**config.mk**
```make
export PLATFORM = sky130hd
export DESIGN_NAME = lzd_cmd_fifo
export DESIGN_NICKNAME = d
export VERILOG_FILES = /design/src/rtl/lzd_pkg.sv /design/src/rtl/lzd_cmd_fifo.sv
export SDC_FILE = /design/constraint.sdc
export NUM_CORES = 1
export LEC_CHECK = 0
export BUFFER_PORTS_ARGS = -buffer_cell sky130_fd_sc_hd__buf_4
export CORE_ASPECT_RATIO = 1.5
export CORE_MARGIN = 4
export CORE_UTILIZATION = 56
export DETAILED_ROUTE_END_ITERATION = 7
export GPL_ROUTABILITY_DRIVEN = 0
export PLACE_DENSITY = 0.89
export SYNTH_ARGS = -nofsm -noshare
export SYNTH_HDL_FRONTEND = slang
export SYNTH_SLANG_ARGS = --single-unit
```
**constraint.sdc**
```tcl
create_clock -name aclk -period 2.7 [get_ports aclk]
set_input_delay 0.135 -clock aclk [delete_from_list [all_inputs] [get_ports aclk]]
set_output_delay 0.135 -clock aclk [all_outputs]
set_load 0.05 [all_outputs]
```
**src/rtl/lzd_pkg.sv**
```systemverilog
// ----------------------------------------------------------------------------
// lzd_pkg
// Shared types and constants for the lzss window decompressor: channel
// payloads, the command format between parser and expander, state encodings.
// ----------------------------------------------------------------------------
package lzd_pkg;

    // history window
    localparam int WINDOW_DEPTH = 4096;
    localparam int WIN_AW       = $clog2(WINDOW_DEPTH);
    localparam int DIST_W       = WIN_AW + 1;

    // block size and token fields
    localparam int SIZE_W   = 24;
    localparam int CNT_W    = 5;
    localparam int LEN_BIAS = 3;

    // command queue
    localparam int FIFO_DEPTH = 4;
    localparam int FIFO_AW    = $clog2(FIFO_DEPTH);
    localparam int FIFO_CW    = $clog2(FIFO_DEPTH + 1);

    // input transaction
    typedef struct packed {
        logic [7:0] in_byte;
        logic       start_req;
    } in_item_t;

    // result transaction
    typedef struct packed {
        logic [7:0] out_byte;
        logic       last;
        logic       empty_res;
    } out_item_t;

    // parser phase
    typedef enum logic [2:0] {
        FP_IDLE,
        FP_HEADER,
        FP_FLAG,
        FP_TOKEN,
        FP_REFLO
    } front_phase_t;

    // expander state
    typedef enum logic [1:0] {
        BK_IDLE,
        BK_READ,
        BK_EMIT
    } back_state_t;

    // command kinds
    typedef enum logic [1:0] {
        CMD_BEGIN,
        CMD_LIT,
        CMD_REF,
        CMD_EMPTY
    } cmd_kind_t;

    // one command: byte count already clipped to the block size
    typedef struct packed {
        cmd_kind_t         kind;
        logic [7:0]        lit;
        logic [CNT_W-1:0]  count;
        logic [DIST_W-1:0] distance;
        logic              last;
    } cmd_t;

    // queue status seen by both sides
    typedef struct packed {
        logic full;
        logic empty;
    } fifo_status_t;

endpackage

```
**src/rtl/lzd_cmd_fifo.sv**
```systemverilog
// ----------------------------------------------------------------------------
// lzd_cmd_fifo
// Short command queue between the stream parser and the window expander.
// ----------------------------------------------------------------------------
module lzd_cmd_fifo (
    input  logic                 aclk,
    input  logic                 aresetn,
    input  logic                 push,
    input  lzd_pkg::cmd_t        push_cmd,
    input  logic                 pop,
    output lzd_pkg::cmd_t        head_cmd,
    output lzd_pkg::fifo_status_t status
);
    import lzd_pkg::*;

    cmd_t               mem_reg [FIFO_DEPTH];
    logic [FIFO_AW-1:0] wr_ptr_reg;
    logic [FIFO_AW-1:0] rd_ptr_reg;
    logic [FIFO_CW-1:0] count_reg;
    logic               do_push;
    logic               do_pop;

    assign status.full  = (count_reg == FIFO_CW'(FIFO_DEPTH));
    assign status.empty = (count_reg == '0);
    assign do_push      = push && !status.full;
    assign do_pop       = pop && !status.empty;
    assign head_cmd     = mem_reg[rd_ptr_reg];

    // pointers and fill count
    always_ff @(posedge aclk) begin
        if (!aresetn) begin
            wr_ptr_reg <= '0;
            rd_ptr_reg <= '0;
            count_reg  <= '0;
        end else begin
            if (do_push) begin
                wr_ptr_reg <= wr_ptr_reg + 1'b1;
            end
            if (do_pop) begin
                rd_ptr_reg <= rd_ptr_reg + 1'b1;
            end
            if (do_push && !do_pop) begin
                count_reg <= count_reg + 1'b1;
            end else if (do_pop && !do_push) begin
                count_reg <= count_reg - 1'b1;
            end
        end
    end

    // entry storage
    always_ff @(posedge aclk) begin
        if (do_push) begin
            mem_reg[wr_ptr_reg] <= push_cmd;
        end
    end

endmodule

```
==> impl_results.md <==
* Core Util, Final at about three quarters
* Largest net degree at the start of global routing at 26
* Initial antenna violation count at 0
* Clk_skew at 0.00576 ns
* Yosys top cell area share at 74.5%
* Share of cells above drive strength 1 at approximately 40%
* Tcrit/Tclk final at between 80% and 90%
* Core Box Area at slightly above 8000 um^2
* Number of global-route vias before repair at about 2600
* Number of port buffers at 63
* Critical Path RT at around 2.6 ns
* Drt first pass iters at 4
* Netlist cell types at 25
* Final setup vio count at 0
* Num Clock Sinks at about 130
* Worst-Margin Slew at about 0.57 ns
* Ports at 64
* Worst Setup Path Type: reg2out
* Layout overhead on the synthesized area at 32.0%
* Initial DRC Count at 170
* WL per Instance at 21.4 um
* Chip height at 120 um
* Initial Utilization at between 50% and 60%
* EDFF count, synth at around 120
* Die Area at 9910 um^2
* Largest family of logic cells by synthesized area: multiplexers
* Mapped Cells at 199
* Final hold vios at 0
* CTS clk-pin slew, worst paths at 0.05 ns
* Synth Area in XOR/XNOR at less than 1%
* Pwr Density at about 1100 nW/um^2
* Clock Latency Late Sink at ~0.40 ns
* Total grt overflow at 0
* FFs w/ async S/R, synth at 0%
* Synth Area in Adders at 1.77%
* Clk root buf: clkbuf_16
* Most common cell in the netlist: edfxtp_1
* Synth Area in Compound Gates at 0.723%
* Hold Crit Class: in2reg
* Synth area leader: edfxtp_1
* Cts bufs inserted at 17
* TNS Setup at 0 ns
* Synth warn at 0
* CTS tree: yes
* Syn Area/Cell at ~23 um^2
* Leakage at around 2.2 nW
* Syn_nets at ~240
* Longest Clk Path Bufs at 2
* GRT Total Usage at between 20% and 30%
* CP arrival at roughly 2.1 ns
* Vias at around 2300
* Flop2flop setup slack at 0.48 ns
* Synth top cells by count: edfxtp_1 (116), mux4_2 (28), dfxtp_1 (9)
* Pins Over Slew Limit at 0
* Most area-consuming cells after synthesis: edfxtp_1 (74%), mux4_2 (13%), dfxtp_1 (3.9%), ha_1 (1.3%), and2_1 (1.1%)
* Synth Flop Type: edfxtp_1
* CP endpoint kind: output port
* First-pass GRT wire length at between 10 and 15 mm
* Slew margin rel. at between 60% and 70%
* Max reg flops at 116
* WL final at ~9.2 mm
* Chip width at ~83 um
* Htree depth at 4
* Max Clock Freq at roughly 450 MHz
* Multiplexer share of the synthesized area at 14.7%
* Worst Path Max Fanout at 16
* # DRC at 0
* VDD IR max at 0.000668 V
* Startpoint types: flip-flop
* Vias/cell at 5.42
* Minimum clock period at approximately 2.2 ns
* Register area share after synthesis at between 70% and 80%
* Antenna Nets Post-Route at 0
* Nets@finish at 350
* RSZ-0062 raised after global routing: no
* Diodes inserted at 0
* Run status: finished, final reports clean
* Rows at 40
* Mapped Area at approximately 4700 um^2
* Post-synthesis simple-gate area fraction at between 2 and 2.5%
* Post-DP HPWL at roughly 4.9 mm
* Max Cap Viol at 0
* Flop and latch count out of synthesis at 125
## timing repair
| item | in CTS | in global routing |
|---|---|---|
| setup buffers | 0 | 0 |
| gates resized for setup | 0 | 0 |
| endpoints found under the hold margin | 116 | 0 |
| hold buffers | 29 | 0 |
## metal layers
layer  vias up  GRT usage, %  share of wire, %
met5         -             0                 0
met4         0          8.38               1.1
met3         6          7.43               4.4
met2        75          33.2                54
met1      1201          27.1                40
li1       1045             -                 -
## stage by stage
stage | area, um^2 | total power, mW | hold WS, ns | instances | setup WS (ns)
floorplan | 4680 | 4.02 | 0.234 | 199 | 0.335
global placement | 5320 | 4.54 | 0.334 | 368 | 0.628
detailed placement | 5320 | 4.58 | 0.338 | 368 | 0.475
CTS | 6170 | 6.81 | 0.00569 | 429 | 0.389
global route | 6170 | 7.03 | 0.0266 | 429 | 0.287
finish | 6170 | 6.77 | 0.0254 | 429 | 0.464
## cell usage in the layout (no fill, tap or decap), types with 2 or more instances in the layout
master / n
inv_1: 3
and2_2: 4
buf_4: 70
edfxtp_1: 116
bufinv_16: 3
and2_1: 4
clkinv_2: 3
mux2i_1: 3
dfxtp_1: 8
dlygate4sd3_1: 29
clkbuf_16: 17
ha_1: 5
clkinv_1: 5
nor2b_1: 2
mux4_2: 28
buf_12: 2
xnor2_1: 3
nand2_1: 4
clkbuf_1: 4
## worst max-delay path: stages, from the launching register on
cell	delay (ns)
dfxtp_2	0.67
buf_12	0.25
mux4_2	0.55
buf_4	0.21
## path summary, 6_finish.rpt
kind,from,endpoint,cells after the start
min,aresetn,rd_ptr_reg[0],2
max reg2reg,count_reg[0],count_reg[2],9
min reg2reg,wr_ptr_reg[1],wr_ptr_reg[1],2
max,flip-flop,head_cmd[17],3
## power breakdown
part           switching, mW  leakage (nW)  internal [mW]  total, mW
Sequential             0.157          1.14           2.36       2.52
Combinational           1.27         0.769          0.798       2.07
Clock                  0.753         0.276           1.43       2.18
## layout make-up
class	count	area, um^2
clock inverters	11	124
well taps	105	131
repair buffers	101	856
flip-flops and latches	125	3660
multi-input cells	63	945
inverters	3	11.3
clock buffers	21	440
fillers	423	1890
## cells by family (layout without fill, tap and decap cells)
kind of cell,after synthesis,after routing
buffers and inverters,11,136
AND/OR/NAND/NOR,17,17
flip-flops,125,125
XOR/XNOR,4,4
AO/OA/AOI/OAI,4,4
adder cells (fa/ha/maj),6,6
multiplexers,32,32
Power figures use the tool's default switching activity.
