**src/rtl/lzd_pkg.sv**
```systemverilog
// ----------------------------------------------------------------------------
// lzd_pkg
// Shared types and constants for the lzss window decompressor: channel
// payloads, the command format between parser and expander, state encodings.
// ----------------------------------------------------------------------------
package lzd_pkg;

    // history window
    localparam int WINDOW_DEPTH = 4096;
    localparam int WIN_AW       = $clog2(WINDOW_DEPTH);
    localparam int DIST_W       = WIN_AW + 1;

    // block size and token fields
    localparam int SIZE_W   = 24;
    localparam int CNT_W    = 5;
    localparam int LEN_BIAS = 3;

    // command queue
    localparam int FIFO_DEPTH = 4;
    localparam int FIFO_AW    = $clog2(FIFO_DEPTH);
    localparam int FIFO_CW    = $clog2(FIFO_DEPTH + 1);

    // input transaction
    typedef struct packed {
        logic [7:0] in_byte;
        logic       start_req;
    } in_item_t;

    // result transaction
    typedef struct packed {
        logic [7:0] out_byte;
        logic       last;
        logic       empty_res;
    } out_item_t;

    // parser phase
    typedef enum logic [2:0] {
        FP_IDLE,
        FP_HEADER,
        FP_FLAG,
        FP_TOKEN,
        FP_REFLO
    } front_phase_t;

    // expander state
    typedef enum logic [1:0] {
        BK_IDLE,
        BK_READ,
        BK_EMIT
    } back_state_t;

    // command kinds
    typedef enum logic [1:0] {
        CMD_BEGIN,
        CMD_LIT,
        CMD_REF,
        CMD_EMPTY
    } cmd_kind_t;

    // one command: byte count already clipped to the block size
    typedef struct packed {
        cmd_kind_t         kind;
        logic [7:0]        lit;
        logic [CNT_W-1:0]  count;
        logic [DIST_W-1:0] distance;
        logic              last;
    } cmd_t;

    // queue status seen by both sides
    typedef struct packed {
        logic full;
        logic empty;
    } fifo_status_t;

endpackage

```
**src/rtl/lzd_front.sv**
```systemverilog
// ----------------------------------------------------------------------------
// lzd_front
// Stream parser: takes the header, flag bytes and tokens, tracks the bytes
// still owed to the block and queues begin, empty and clipped literal/reference commands.
// ----------------------------------------------------------------------------
module lzd_front (
    input  logic                  aclk,
    input  logic                  aresetn,
    input  logic                  s_valid,
    output logic                  s_ready,
    input  lzd_pkg::in_item_t     s_data,
    output logic                  push,
    output lzd_pkg::cmd_t         push_cmd,
    input  lzd_pkg::fifo_status_t status
);
    import lzd_pkg::*;

    front_phase_t      phase_reg, phase_next;
    logic [1:0]        hdr_idx_reg, hdr_idx_next;
    logic [SIZE_W-1:0] remaining_reg, remaining_next;
    logic [7:0]        flag_reg, flag_next;
    logic [3:0]        tokens_reg, tokens_next;
    logic [7:0]        ref_high_reg, ref_high_next;

    logic              accept;
    logic [7:0]        b;
    logic [CNT_W-1:0]  ref_len;
    logic [DIST_W-1:0] ref_dist;
    logic              ref_clipped;
    logic              hdr_done;
    logic              size_zero;
    logic [3:0]        tokens_dec;

    assign s_ready = !status.full;
    assign accept  = s_valid && s_ready;
    assign b       = s_data.in_byte;

    // token field decode
    assign ref_len     = CNT_W'({1'b0, ref_high_reg[7:4]}) + CNT_W'(LEN_BIAS);
    assign ref_dist    = DIST_W'({ref_high_reg[3:0], b}) + DIST_W'(1);
    assign ref_clipped = (remaining_reg <= SIZE_W'(ref_len));
    assign hdr_done    = (hdr_idx_reg == 2'd3);
    assign size_zero   = (remaining_reg[15:0] == 16'd0) && (b == 8'd0);
    assign tokens_dec  = tokens_reg - 4'd1;

    // next phase
    always_comb begin
        phase_next = phase_reg;
        if (accept) begin
            if (s_data.start_req) begin
                phase_next = FP_HEADER;
            end else begin
                unique case (phase_reg)
                    FP_IDLE: phase_next = FP_IDLE;
                    FP_HEADER: begin
                        if (hdr_done) begin
                            phase_next = size_zero ? FP_IDLE : FP_FLAG;
                        end
                    end
                    FP_FLAG: phase_next = FP_TOKEN;
                    FP_TOKEN: begin
                        if (flag_reg[7]) begin
                            phase_next = FP_REFLO;
                        end else if (remaining_reg == SIZE_W'(1)) begin
                            phase_next = FP_IDLE;
                        end else begin
                            phase_next = (tokens_dec == '0) ? FP_FLAG : FP_TOKEN;
                        end
                    end
                    FP_REFLO: begin
                        if (ref_clipped) begin
                            phase_next = FP_IDLE;
                        end else begin
                            phase_next = (tokens_dec == '0) ? FP_FLAG : FP_TOKEN;
                        end
                    end
                    default: phase_next = FP_IDLE;
                endcase
            end
        end
    end

    // datapath and command outputs
    always_comb begin
        hdr_idx_next      = hdr_idx_reg;
        remaining_next    = remaining_reg;
        flag_next         = flag_reg;
        tokens_next       = tokens_reg;
        ref_high_next     = ref_high_reg;
        push              = 1'b0;
        push_cmd.kind     = CMD_LIT;
        push_cmd.lit      = b;
        push_cmd.count    = CNT_W'(1);
        push_cmd.distance = ref_dist;
        push_cmd.last     = 1'b0;
        if (accept) begin
            if (s_data.start_req) begin
                hdr_idx_next   = 2'd1;
                remaining_next = '0;
                flag_next      = '0;
                tokens_next    = '0;
                ref_high_next  = '0;
            end else begin
                unique case (phase_reg)
                    FP_IDLE: ;
                    FP_HEADER: begin
                        case (hdr_idx_reg)
                            2'd1:    remaining_next[7:0]   = b;
                            2'd2:    remaining_next[15:8]  = b;
                            2'd3:    remaining_next[23:16] = b;
                            default: ;
                        endcase
                        if (hdr_done) begin
                            hdr_idx_next  = 2'd0;
                            push          = 1'b1;
                            push_cmd.kind = size_zero ? CMD_EMPTY : CMD_BEGIN;
                            push_cmd.last = 1'b1;
                        end else begin
                            hdr_idx_next = hdr_idx_reg + 2'd1;
                        end
                    end
                    FP_FLAG: begin
                        flag_next   = b;
                        tokens_next = 4'd8;
                    end
                    FP_TOKEN: begin
                        if (flag_reg[7]) begin
                            ref_high_next = b;
                        end else begin
                            push           = 1'b1;
                            push_cmd.last  = (remaining_reg == SIZE_W'(1));
                            remaining_next = remaining_reg - SIZE_W'(1);
                            flag_next      = {flag_reg[6:0], 1'b0};
                            tokens_next    = tokens_dec;
                        end
                    end
                    FP_REFLO: begin
                        push          = 1'b1;
                        push_cmd.kind = CMD_REF;
                        flag_next     = {flag_reg[6:0], 1'b0};
                        tokens_next   = tokens_dec;
                        if (ref_clipped) begin
                            push_cmd.count = remaining_reg[CNT_W-1:0];
                            push_cmd.last  = 1'b1;
                            remaining_next = '0;
                        end else begin
                            push_cmd.count = ref_len;
                            remaining_next = remaining_reg - SIZE_W'(ref_len);
                        end
                    end
                    default: ;
                endcase
            end
        end
    end

    // parser registers
    always_ff @(posedge aclk) begin
        if (!aresetn) begin
            phase_reg     <= FP_IDLE;
            hdr_idx_reg   <= '0;
            remaining_reg <= '0;
            flag_reg      <= '0;
            tokens_reg    <= '0;
            ref_high_reg  <= '0;
        end else begin
            phase_reg     <= phase_next;
            hdr_idx_reg   <= hdr_idx_next;
            remaining_reg <= remaining_next;
            flag_reg      <= flag_next;
            tokens_reg    <= tokens_next;
            ref_high_reg  <= ref_high_next;
        end
    end

endmodule

```
**config.mk**
```make
export PLATFORM = sky130hd
export DESIGN_NAME = lzd_front
export DESIGN_NICKNAME = d
export VERILOG_FILES = /design/src/rtl/lzd_pkg.sv /design/src/rtl/lzd_front.sv
export SDC_FILE = /design/constraint.sdc
export NUM_CORES = 1
export LEC_CHECK = 0
export ABC_CLOCK_PERIOD_IN_PS = 3140
export BUFFER_PORTS_ARGS = -buffer_cell sky130_fd_sc_hd__buf_2
export CORE_UTILIZATION = 60
export DETAILED_ROUTE_END_ITERATION = 6
export PLACE_DENSITY = 0.92
export SYNTH_ARGS = -nofsm -noshare
export SYNTH_HDL_FRONTEND = slang
export SYNTH_SLANG_ARGS = --single-unit
export TNS_END_PERCENT = 100
```
**constraint.sdc**
```tcl
create_clock -name aclk -period 3.14 [get_ports aclk]
set_clock_uncertainty 0.15 [all_clocks]
set_input_delay 0.314 -clock aclk [delete_from_list [all_inputs] [get_ports aclk]]
set_output_delay 0.314 -clock aclk [all_outputs]
set_load 0.02 [all_outputs]
```
==> impl_metrics.yaml <==
clock_network:
  path_clk_slew_ns: 0.11
  cts_tree: "yes"
  clock-sinks: 49
  ctsHoldBuffers: 0
  cts_root_buf: "clkbuf_8"
  cts_buffers: 5
  ctsHtreeMaxLevel: 2
  clk_latency_ns: 0.32
  cts.path.max_buffers: 2
floorplan:
  dieArea_mm2: 0.00741
  dieWidth_um: 86.1
  ios: 45
  core_area_mm2: 0.00679
  num_rows: 30
  initial_core_util: 0.624
  die_h_um: 86.1
setup_path:
  cpPeakStageDelay_ns: 0.36
  cp.arrival_ns: 2.95
  critical_path_required_ns: 2.68
  worst-path-buf-inv: 5
  cp_max_fo: 4
  endpoint_kind: "output port"
  crit_family: "compound AO/OA/AOI/OAI gates"
  critPathSlowestCell: "dfxtp_2"
  crit_chain: "inv_2 > ha_4 > inv_1 > fa_2 > nor2b_4 > o31a_1 > o21a_1 > buf_6 > o31ai_4 > buf_4 > o2bb2a_4 > nor2_2 > buf_6"
  crit_path_start: "ref_high_reg[5]$_SDFFE_PN0P_"
  critPathLaunchType: "flip-flop"
  r2r-start: "ref_high_reg[5]$_SDFFE_PN0P_"
  worstSetupPathType: "reg -> out"
  cp_common_cell: "buf_6"
worst_hold_path:
  hold_class: "in -> reg"
  worstHoldStart: "aresetn"
synth:
  synth.distinct_cells: 75
  ys_async_sr_fraction: 0
  synth_area_leaders: "dfxtp_1 23%, nor2_1 6.3%, xnor2_1 4.8%, ha_1 4.4%, o21ai_0 3.8%"
  seq_area_frac_synth: 0.231
  synth_top_area_cell: "dfxtp_1"
  syn_area_per_cell_um2: 7.41
  syn_area_mm2: 0.00424
  synth_top_area_frac: 0.231
  synth_edf_count: 0
  synth-warning-count: 0
  ys.flop_type: "dfxtp_1"
  syn_nets: 602
  syn_inst: 572
  ys_seq_elements: 49
drt:
  viasPerCell: 7.22
  drt_iter0_markers: 901
  avgRoutedWirePerCell_um: 21.0
  drt_first_pass_iters: 7
  post-route-drc-count: 0
  detail-route-antenna-nets: 0
  vias: 5165
  wirelength_mm: 15.0
power:
  power.density_mw_per_mm2: 345
  leakage_nw: 1.98
  ir_drop_mv: 0.187
placement:
  port_buffers: 43
  place_ws_ns: -0.0299
  dp_cells: 695
  dpl_cell_area_mm2: 0.00458
  finalWeightedCongestion: 1.02
  dpl.hpwl_mm: 9.86
global_route:
  grt_first_pass_wirelength_mm: 23.0
  grt_usage: 0.393
  antenna_found_initial: 0
  grt_pass1_vias: 4591
  grt_max_degree: 24
  grt-ovfl-total: 0
timing:
  max_freq_ghz: 0.293
  fin_crit_sh: 1.09
  fin_ws_ns: -0.277
  setup_viol: 9
  worstMarginPinSlew_ns: 0.905
  rsz0062_at_grt: "yes"
  hold_viol_final: 0
  post-route-min-period_ns: 3.42
  drv_slew: 0
  whs_ns: 0.238
  max-slew-margin-rel: 0.394
cells_and_area:
  drive_above_1_share: 0.207
  fin_area_mm2: 0.00495
  instances_no_fill: 715
  final_net_count: 648
  largest_register_ffs: 24
  syn_to_final_growth_pct: 16.7
  antennaDiodeCount: 0
run:
  drv_cap: 0
run_status:
  violations: "negative setup slack"
  status: "complete, but fails checks"
==> where the power goes <==
part	internal, mW	switching (mW)
Clock	0.317	0.250
Combinational	0.173	0.312
Sequential	0.634	0.0223
Total	1.12	0.584
==> logic make-up after synthesis <==
kind of cell / after synthesis / share of synthesized area
and+or+nand+nor: 240 / 0.299
AOI/OAI and AO/OA: 162 / 0.268
buffers and inverters: 68 / 0.0749
DFF: 49 / 0.231
xor gates and xnor gates: 35 / 0.0723
adders and majority gates: 16 / 0.0490
muxes: 2 / 0.00472
==> cell usage in the layout, fill, tap and decap left out, drive strengths merged, types with 4 or more instances in the layout <==
master   count
or2          6
nor2        71
dfxtp       49
a31oi       10
nor4        12
xnor2       23
nor3        33
o2111ai      4
buf         85
nand4        7
or4          6
clkbuf       5
nor4b        4
and3         8
nand3       25
o21bai       4
o31ai        7
o21ai       38
or3         10
a22oi       17
nor2b        5
xor2        12
nand2       35
a21oi       26
o211ai       5
a221oi       4
ha          15
inv         22
a22o         5
nand2b       5
o31a         4
==> worst paths after layout <==
kind	to	slack [ns]	depth (start not counted)
worst max register to register	remaining_reg[18]$_SDFFE_PN0P_	-0.08	13
worst max-delay path	push_cmd[16]	-0.28	13
worst min register to register	tokens_reg[3]$_SDFFE_PN0P_	0.33	2
worst min-delay path	remaining_reg[9]$_SDFFE_PN0P_	0.24	2
==> worst register-to-register path, cell delays in order (launching register included) <==
cell and delay, ns:
dfxtp_2 0.36, inv_2 0.05, ha_4 0.25, inv_1 0.14
fa_2 0.30, nor2b_4 0.06, o31a_1 0.29, buf_4 0.14
buf_4 0.12, buf_4 0.15, or3_1 0.50, nor3_1 0.24
nor2_1 0.07, a221o_1 0.31
==> cells in the mapped netlist, types with 5 or more instances <==
master / count
o31ai_1: 6
inv_1: 22
nor3_1: 31
o21ai_0: 32
nor2_1: 71
ha_1: 15
nor2b_1: 5
clkbuf_1: 27
a22oi_1: 17
or4_1: 5
o211ai_1: 5
nand2_1: 34
and3_1: 8
xnor2_1: 23
nand4_1: 7
nand2b_1: 5
a21oi_1: 26
a31oi_1: 10
nand3_1: 25
or3_1: 10
nor4_1: 7
buf_4: 8
xor2_1: 12
a22o_1: 5
dfxtp_1: 49
buf_2: 8
o21ai_1: 6
==> metal layers <==
layer / wire length [um] / GRT usage
met1: 5320 / 0.490
met3: 2050 / 0.102
met5: 0 / 0
met4: 1110 / 0.238
met2: 6540 / 0.609
==> area by class of cell <==
| class | instances | area [um2] |
|---|---|---|
| sequential | 49 | 985 |
| tap | 96 | 120 |
| multi-input combinational | 455 | 3060 |
| timing repair buffer | 85 | 573 |
| fill | 489 | 1840 |
| inverter | 22 | 82.6 |
| clock inverter | 3 | 65.1 |
| clock buffer | 5 | 68.8 |
==> repair_timing <==
item | CTS | global route
resized for setup | 29 | 8
buffers inserted | 9 | 3
pin swaps | 12 | 7
setup endpoints to repair | 6 | 19
==> per-stage QoR <==
stage | utilization | total power [mW] | setup TNS, ns
final | 0.729 | 1.71 | -1.32
after global routing | 0.729 | 1.75 | -3.23
after CTS | 0.719 | 1.66 | -0.626
after detailed placement | 0.673 | 1.11 | -0.0299
after global placement | 0.673 | 1.09 | 0
after floorplan | - | 0.985 | 0
Power figures use the tool's default switching activity.
